<file path="config.mk">
export PLATFORM = sky130hd
export DESIGN_NAME = hitab_ram
export DESIGN_NICKNAME = d
export VERILOG_FILES = /design/src/design/hitab_ram.sv
export SDC_FILE = /design/constraint.sdc
export NUM_CORES = 1
export LEC_CHECK = 0
export BUFFER_PORTS_ARGS = -buffer_cell sky130_fd_sc_hd__clkbuf_2
export CORE_ASPECT_RATIO = 1.5
export CORE_MARGIN = 10
export CORE_UTILIZATION = 35
export CTS_CLUSTER_SIZE = 30
export DETAILED_ROUTE_END_ITERATION = 16
export PLACE_DENSITY = 0.6
export SLEW_MARGIN = 10
export SYNTH_ARGS = -nofsm -noshare
export SYNTH_HDL_FRONTEND = slang
export SYNTH_SLANG_ARGS = --single-unit
</file>
<file path="constraint.sdc">
create_clock -name clk -period 2 [get_ports clk]
set_input_delay 0.3 -clock clk [delete_from_list [all_inputs] [get_ports clk]]
set_output_delay 0.3 -clock clk [all_outputs]
set_load 0.02 [all_outputs]
</file>
<file path="src/design/hitab_ram.sv">
`default_nettype none
module hitab_ram #(
  parameter int WIDTH = 8,
  parameter int DEPTH = 16
) (
  input  wire logic                     clk,
  input  wire logic                     we,
  input  wire logic [$clog2(DEPTH)-1:0] waddr,
  input  wire logic [WIDTH-1:0]         wdata,
  input  wire logic [$clog2(DEPTH)-1:0] raddr,
  output logic      [WIDTH-1:0]         rdata
);

  logic [WIDTH-1:0] mem [DEPTH];

  always_ff @(posedge clk) begin
    if (we) begin
      mem[waddr] <= wdata;
    end
    rdata <= mem[raddr];
  end

endmodule
`default_nettype wire

</file>
==> results_dict.tcl <==
set metrics [dict create \
    clock_sinks 136 \
    synth_nets 247 \
    power_density_nw_per_um2 1100 \
    syn_avg_cell_area_sq_um 22.5 \
    cts_tree "built" \
    ys_warn_count 0 \
    layout_commonest_cell "edfxtp_1" \
    ir_worst_vdd_v 0.000487 \
    crit_path_end_kind "flip-flop" \
    drt_iter0_markers 191 \
    hpwl_um 7130 \
    fin_crit_sh 0.680 \
    cts_hold_buf 0 \
    routed_wl_um 10300 \
    place_inst 461 \
    max_freq_mhz 735 \
    track_usage 0.108 \
    row_count 54 \
    arrival_ns 1.65 \
    critPathKind "reg -> reg" \
    die_h_um 169 \
    startpoint_type "flip-flop" \
    syn_to_final_growth_pct 21.3 \
    dieWidth_um 119 \
    grt_max_degree 33 \
    clock_skew_ns 0.00598 \
    port-buffer-count 25 \
    slew_viol_final 0 \
    layout-drive-gt1-share 0.320 \
    gr-total-overflow 0 \
    avgRoutedWirePerCell_um 20.9 \
    stdcell_count 493 \
    syn_area_sq_um 5150 \
    critPathBufInv 0 \
    grt_pass1_vias 2586 \
    cp_max_fo 1 \
    cap_viol_max_count 0 \
    htreeDepth 4 \
    layout_common_cells "edfxtp_1, clkbuf_2, buf_4" \
    fp.coreArea_sq_um 14500 \
    grt_pass1_wl_um 15900 \
    synth.distinct_cells 19 \
    gp_congestion 0.733 \
    antenna_found_initial 0 \
    antenna_cells 0 \
    fill_cells 1228 \
    postCtsSetupBuffers 0 \
    drc 0 \
    seq_area_frac_synth 0.778 \
    cts_resized 0 \
    numCtsBuffers 17 \
    max_stage_delay_ns 0.51 \
    hp-class "in -> reg" \
    slew_headroom 0.724 \
    setup-tns-final_ns 0 \
    cpLargestDelayFamily "multiplexers" \
    finalSetupViolCount 0 \
    ctsLongestPathBuffers 2 \
    status "finished, final reports clean" \
    hold_viol_final 0 \
    tightest_slew_ns 0.414 \
    insertion_delay_ns 0.40 \
    via_per_inst 4.93 \
    final_nets 302 \
    drtPass1Iterations 4 \
    crit_chain "mux4_1 > a22oi_1 > nand2_1" \
    p_leak_uw 0.00212 \
    worstPathRequired_ns 2.29 \
    root_buffer "clkbuf_16" \
    path_clk_slew_ns 0.06 \
    slowest_stage "mux4_1" \
    rsz0062_at_grt "false" \
    io_pins 26 \
    num_vias 2429 \
    synth_cells 229 \
    ant_nets 0 \
    start_util 0.354 \
    ys_seq_elements 136 \
    layout_min_cycle_time_ns 1.36 \
    die_area_sq_um 20100 \
]
## cell families after synthesis
| kind of cell | share of synthesized area |
|---|---|
| flops | 0.778 |
| simple gates | 0.0318 |
| mux | 0.150 |
| compound gates | 0.0233 |
| buf+inv | 0.0168 |
## flip-flops by register name, summed over array words and instances (netlist names)
name and count:
mem 128, rdata 8
## per-stage QoR
stage | total power, uW | cell area, sq um | setup WS [ns] | utilization | hold slack, ns
after global placement | 3580 | 5600 | 0.242 | 0.386 | 0.656
after detailed placement | 3590 | 5600 | 0.234 | 0.386 | 0.663
after global routing | 7070 | 6250 | 0.568 | 0.430 | 0.341
final | 6860 | 6250 | 0.640 | 0.430 | 0.314
after CTS | 6910 | 6250 | 0.621 | 0.430 | 0.315
after floorplan | 3440 | 5150 | 0.207 | - | 0.399
## cell type report
class                      count  area [sq um]  share of cell area
clock buffer                  19           443              0.0709
clock inverter                13           201              0.0323
multi-input combinational     83          1060               0.169
sequential                   136          4000               0.641
tap                          196           245              0.0393
timing repair buffer          46           295              0.0473
## cells in the mapped netlist, drive strengths merged
| master | n | area share |
|---|---|---|
| edfxtp | 128 | 0.75 |
| a22oi | 16 | 0.023 |
| nand2b | 2 | 0.0024 |
| or3b | 1 | 0.0017 |
| dfxtp | 8 | 0.031 |
| buf | 7 | 0.011 |
| nand2 | 9 | 0.0066 |
| nor2 | 13 | 0.0095 |
| nor2b | 1 | 0.0012 |
| nand3b | 2 | 0.0029 |
| nand3 | 1 | 0.00097 |
| nor3 | 4 | 0.0039 |
| and2b | 1 | 0.0015 |
| and2 | 1 | 0.0012 |
| mux4 | 32 | 0.15 |
| clkdlybuf4s25 | 3 | 0.0058 |
## final timing paths
path | start | to | slack (ns) | depth (start not counted)
setup / recovery | mem[0][5]$_DFFE_PP_ | rdata[5]$_DFF_P_ | 0.64 | 3
hold / removal | wdata[2] | mem[4][2]$_DFFE_PP_ | 0.31 | 1
setup reg to reg | mem[0][5]$_DFFE_PP_ | rdata[5]$_DFF_P_ | 0.64 | 3
hold reg to reg | mem[15][1]$_DFFE_PP_ | rdata[1]$_DFF_P_ | 0.67 | 3
## routing by layer
| metal | vias to the layer above | routed length, um | track usage |
|---|---|---|---|
| li1 | 1082 | - | - |
| met1 | 1272 | 4010 | 0.116 |
| met2 | 66 | 5680 | 0.189 |
| met3 | 9 | 456 | 0.0330 |
| met4 | 0 | 169 | 0.0495 |
| met5 | - | 0 | 0 |
## where the power goes
group          internal (uW)  switching [uW]  leakage (uW)  total, uW
Combinational            127             186      0.000590        313
Sequential              3190            19.2       0.00122       3210
Clock                   2240            1100      0.000310       3340
Total                   5550            1310       0.00212       6860
Power figures use the tool's default switching activity.
