[src/design/hitab_pkg.sv]
`default_nettype none
package hitab_pkg;

  localparam int SLOT_BITS     = 12;
  localparam int KIND_BITS     = 3;
  localparam int REF_BITS      = SLOT_BITS + KIND_BITS;
  localparam int NAME_BITS     = 32;
  localparam int BUCKET_BITS_D = 10;

  localparam logic [1:0] CMD_DECLARE = 2'd0;
  localparam logic [1:0] CMD_FIND    = 2'd1;
  localparam logic [1:0] CMD_QUERY   = 2'd2;
  localparam logic [1:0] CMD_RSVD    = 2'd3;

  localparam logic [2:0] ST_OK            = 3'd0;
  localparam logic [2:0] ST_INVALID       = 3'd1;
  localparam logic [2:0] ST_NOT_AVAILABLE = 3'd2;
  localparam logic [2:0] ST_CONFLICT      = 3'd3;
  localparam logic [2:0] ST_INIT_FAILED   = 3'd4;

  localparam logic [63:0] MIX_C1 = 64'hbf58476d1ce4e5b9;
  localparam logic [63:0] MIX_C2 = 64'h94d049bb133111eb;
  localparam int MIX_S0 = 30;
  localparam int MIX_S1 = 27;
  localparam int MIX_S2 = 31;
  localparam int HALF   = 32;

  typedef struct packed {
    logic [1:0]           command;
    logic [SLOT_BITS-1:0] parent_slot;
    logic [KIND_BITS-1:0] parent_kind;
    logic [NAME_BITS-1:0] name_id;
    logic [KIND_BITS-1:0] entry_kind;
    logic [SLOT_BITS-1:0] query_slot;
    logic [KIND_BITS-1:0] query_kind;
  } in_item_t;

  typedef struct packed {
    logic [2:0]           status;
    logic [SLOT_BITS-1:0] result_slot;
    logic [KIND_BITS-1:0] result_kind;
    logic                 is_valid;
    logic [SLOT_BITS-1:0] owner_slot;
    logic [KIND_BITS-1:0] owner_kind;
    logic [NAME_BITS-1:0] owner_name;
  } out_item_t;

  typedef struct packed {
    logic [REF_BITS-1:0]  link;
    logic [REF_BITS-1:0]  parent;
    logic [NAME_BITS-1:0] name;
    logic [KIND_BITS-1:0] kind;
    logic [SLOT_BITS-1:0] fp;
  } rec_t;

endpackage
`default_nettype wire

[src/design/hitab_hash.sv]
`default_nettype none
module hitab_hash (
  input  wire logic        clk,
  input  wire logic        rst_n,
  input  wire logic        start,
  input  wire logic [63:0] key,
  output logic             done,
  output logic [63:0]      hash
);

  logic        busy_r, phase_r, done_r;
  logic [1:0]  cnt_r;
  logic [63:0] v_r, acc_r, prod_r;
  logic [63:0] c_sel, acc_sum, mixed, prod_nxt;
  logic [31:0] op_a, op_b;

  // Three 32x32 partial products per 64-bit multiply, each registered and summed in the next cycle.
  always_comb begin
    c_sel    = phase_r ? hitab_pkg::MIX_C2 : hitab_pkg::MIX_C1;
    op_a     = (cnt_r == 2'd1) ? v_r[63:32] : v_r[31:0];
    op_b     = (cnt_r == 2'd2) ? c_sel[63:32] : c_sel[31:0];
    prod_nxt = {32'd0, op_a} * {32'd0, op_b};
    if (cnt_r == 2'd1) begin
      acc_sum = prod_r;
    end else begin
      acc_sum = acc_r + {prod_r[31:0], 32'd0};
    end
    if (phase_r) begin
      mixed = acc_sum ^ (acc_sum >> hitab_pkg::MIX_S2);
    end else begin
      mixed = acc_sum ^ (acc_sum >> hitab_pkg::MIX_S1);
    end
  end

  always_ff @(posedge clk) begin
    if (!rst_n) begin
      busy_r  <= 1'b0;
      done_r  <= 1'b0;
      phase_r <= 1'b0;
      cnt_r   <= 2'd0;
    end else begin
      done_r <= 1'b0;
      if (start) begin
        v_r     <= key ^ (key >> hitab_pkg::MIX_S0);
        busy_r  <= 1'b1;
        phase_r <= 1'b0;
        cnt_r   <= 2'd0;
      end else if (busy_r) begin
        prod_r <= prod_nxt;
        acc_r  <= acc_sum;
        cnt_r  <= cnt_r + 2'd1;
        if (cnt_r == 2'd3) begin
          v_r <= mixed;
          if (phase_r) begin
            busy_r <= 1'b0;
            done_r <= 1'b1;
          end else begin
            phase_r <= 1'b1;
          end
        end
      end
    end
  end

  assign done = done_r;
  assign hash = v_r;

endmodule
`default_nettype wire

[config.mk]
export PLATFORM = sky130hd
export DESIGN_NAME = hitab_hash
export DESIGN_NICKNAME = d
export VERILOG_FILES = /design/src/design/hitab_pkg.sv /design/src/design/hitab_hash.sv
export SDC_FILE = /design/constraint.sdc
export NUM_CORES = 2
export LEC_CHECK = 0
export ABC_AREA = 1
export BUFFER_PORTS_ARGS = -buffer_cell sky130_fd_sc_hd__buf_4
export CAP_MARGIN = 25
export CORE_MARGIN = 2
export CORE_UTILIZATION = 55
export DETAILED_ROUTE_END_ITERATION = 16
export GPL_TIMING_DRIVEN = 0
export PLACE_DENSITY = 0.72
export SYNTH_ARGS = -nofsm -noshare
export SYNTH_HDL_FRONTEND = slang
export SYNTH_SLANG_ARGS = --single-unit
[constraint.sdc]
create_clock -name clk -period 10.7 [get_ports clk]
set_input_delay 1.07 -clock clk [delete_from_list [all_inputs] [get_ports clk]]
set_output_delay 1.07 -clock clk [all_outputs]
set_load 0.02 [all_outputs]
==> metrics.yaml <==
clock_network:
  cts_buffer_depth: 2
  path_clk_slew_ps: 80
  cts_setup_buffers: 0
  numClockSinks: 197
  cts_hold_buf: 0
  cts-root-buf: "clkbuf_16"
  cts_made_buffers: 17
  htreeDepth: 4
  cts_resized: 0
  cts_tree: "done"
  insertion_delay_ps: 470
die:
  die_w_um: 280
  num_rows: 101
  die_area_um2: 78400
  die_h_um: 280
  initial_utilization_pct: 55.3
  ioPinCount: 132
  core_um2: 75700
synth:
  post_synth.cell_area_avg_um2: 8.61
  synth_area_um2: 41900
  synthDistinctLibCells: 54
  synthArstFlopShare_pct: 0
  synth_nets: 6123
  ys_seq_area_share_pct: 14.0
  synth_edf_count: 192
  ys.flop_type: "edfxtp_1"
  synth_warnings: 0
  synth-seq-cells: 197
  synthCells: 4868
global_route:
  top_usage_layer: "met2"
  grt.total_usage_pct: 41.4
  use_met2_pct: 59.2
  grtUsageMet3_pct: 11.0
  grt_antenna_before_repair: 6
  grt_pass1_wl_um: 229000
  grt_use_met1_pct: 58.6
  grt_pass1_vias: 34310
  grt_overflow: 0
  grt_max_degree: 36
timing:
  setup_viol: 0
  finalSetupTns_ps: 0
  tightest_slew_ps: 1170
  maxSlewHeadroom_pct: 22.0
  hold_viol: 0
  finalCritPeriodShare_pct: 97.2
  rsz0062_at_grt: "false"
  timing.final.crit_period_ps: 10400
  skew_ps: 18.7
  slew_viol_final: 0
  max_freq_mhz: 96.1
worst_setup_path:
  reg2reg_from: "cnt_r[0]"
  reg2reg_to: "prod_r[42]"
  critical_path_class: "reg -> reg"
  start_kind: "flip-flop"
  cp_max_fo: 10
  cp_data_required_time_ps: 10900
  cp-startpoint: "cnt_r[0]"
  ff2ff_path_depth: 28
  rrSetupSlack_ps: 300
  cpMostUsedCell: "fa_1"
  worstSetupEndpointType: "flip-flop"
  cpMaxStageDelayCell: "buf_1"
  arrival_ps: 10600
  critPathMaxStageDelay_ps: 910
detailed_routing:
  vias: 34240
  via_per_inst: 5.68
  drc_errors: 0
  first_iter_violations: 4059
  ant_nets: 0
  drtPass1Iterations: 6
  finalWirelength_um: 159000
  avgRoutedWirePerCell_um: 26.3
placement:
  place_hpwl_um: 139000
  port_buffers: 130
  routabilityCongestion: 1.06
hold_path:
  hp-start: "cnt_r[0]"
  worstHoldPathCells: 2
  whs_endpoint: "cnt_r[0]"
  hold_class: "reg -> reg"
flow_run:
  drv_cap: 0
cells_and_area:
  antenna_cells: 0
  nets: 6289
  syn2layout_area_growth_pct: 7.36
  layout-drive-gt1-share_pct: 8.70
outcome:
  status: "completed"
-- metrics by stage --
step	instances	instance area [um^2]	hold slack, ps	util [%]	setup WS [ps]
finish	6025	45000	529	59.4	299
global route	6025	45000	550	59.4	243
CTS	6024	45000	530	59.4	590
detailed placement	5992	44300	520	58.6	653
global placement	5976	44100	489	58.2	536
floorplan	4868	41900	473	-	2980
-- how the worst max path moves through the flow --
stage / end / slack, ps
detailed placement: prod_r[54] / 650
floorplan: prod_r[61] / 2980
finish: prod_r[42] / 300
CTS: prod_r[54] / 590
global route: prod_r[40] / 240
global placement: prod_r[41] / 540
-- per-layer routing --
metal / share of wire (%) / routed length (um)
met1: 40 / 63700
met5: 0.12 / 195
met2: 42 / 66200
met4: 5.8 / 9120
met3: 12 / 19300
-- synth_stat cells (all sizes together), types with 2 or more instances --
library cell | count | area [um^2]
buf | 61 | 319
edfxtp | 192 | 5770
clkbuf | 63 | 236
nor2 | 440 | 1680
ha | 404 | 5050
xnor2 | 30 | 263
o211ai | 5 | 47.5
and3 | 5 | 31.3
fa | 784 | 15700
nor3 | 20 | 115
nand4 | 10 | 62.6
a31oi | 31 | 194
o21bai | 25 | 188
o21ai | 167 | 930
and2 | 4 | 25.0
o21a | 5 | 37.5
inv | 1297 | 4870
nor4 | 6 | 50.0
a211oi | 2 | 15.0
dfxtp | 5 | 100
a21boi | 8 | 71.3
nand3 | 186 | 1010
a21o | 20 | 150
xor2 | 57 | 499
nand2 | 812 | 3130
nand3b | 6 | 52.6
mux2i | 4 | 40.0
a21oi | 121 | 658
or2 | 95 | 594
-- placed cells by master (no fill, tap or decap), types with 15 or more instances in the layout --
cell / n
a31oi_1: 31
a21oi_1: 106
nand2_1: 783
o21ai_0: 113
o21ai_2: 22
fa_1: 784
o21bai_1: 25
nor3_1: 17
xor2_1: 57
nand2_2: 28
or2_1: 18
or2_2: 72
xnor2_1: 30
o21ai_1: 31
buf_2: 42
a21o_1: 20
buf_4: 136
inv_2: 36
clkbuf_1: 63
clkbuf_16: 17
nand3_1: 171
inv_1: 1260
ha_1: 404
nor2_1: 430
edfxtp_1: 192
nand3_2: 15
-- final cells by class --
class,instances,area (um^2)
fill,6996,30700
multi-input combinational,3249,30600
sequential,197,5870
inverter,1298,4870
timing repair buffer,147,1230
tap,978,1220
buffer,124,556
clock buffer,18,439
clock inverter,14,170
-- kinds of logic after synthesis --
logic type / synth area share [%]
AOI/OAI and AO/OA: 5.50
buffers and inverters: 13.0
adders and majority gates: 49.5
muxes: 0.0956
DFF: 14.0
and+or+nand+nor: 16.1
xor gates and xnor gates: 1.82
-- critical path: cells and delay by family (launching register included) --
kind            cells  cell delay [ps]
buf+inv            10             2650
compound gates      4             1010
fa+ha+maj          10             4890
xor+xnor            1              440
simple gates        3              740
flops               1              340
-- registers in the layout, indices dropped and copies added (netlist names) --
register and flops:
acc_r 64, busy_r 1, cnt_r 2, done 1, hash 64, phase_r 1, prod_r 64
Power is not shown: default switching activity piles up to over one toggle a cycle in this logic, so the estimate is an artifact.
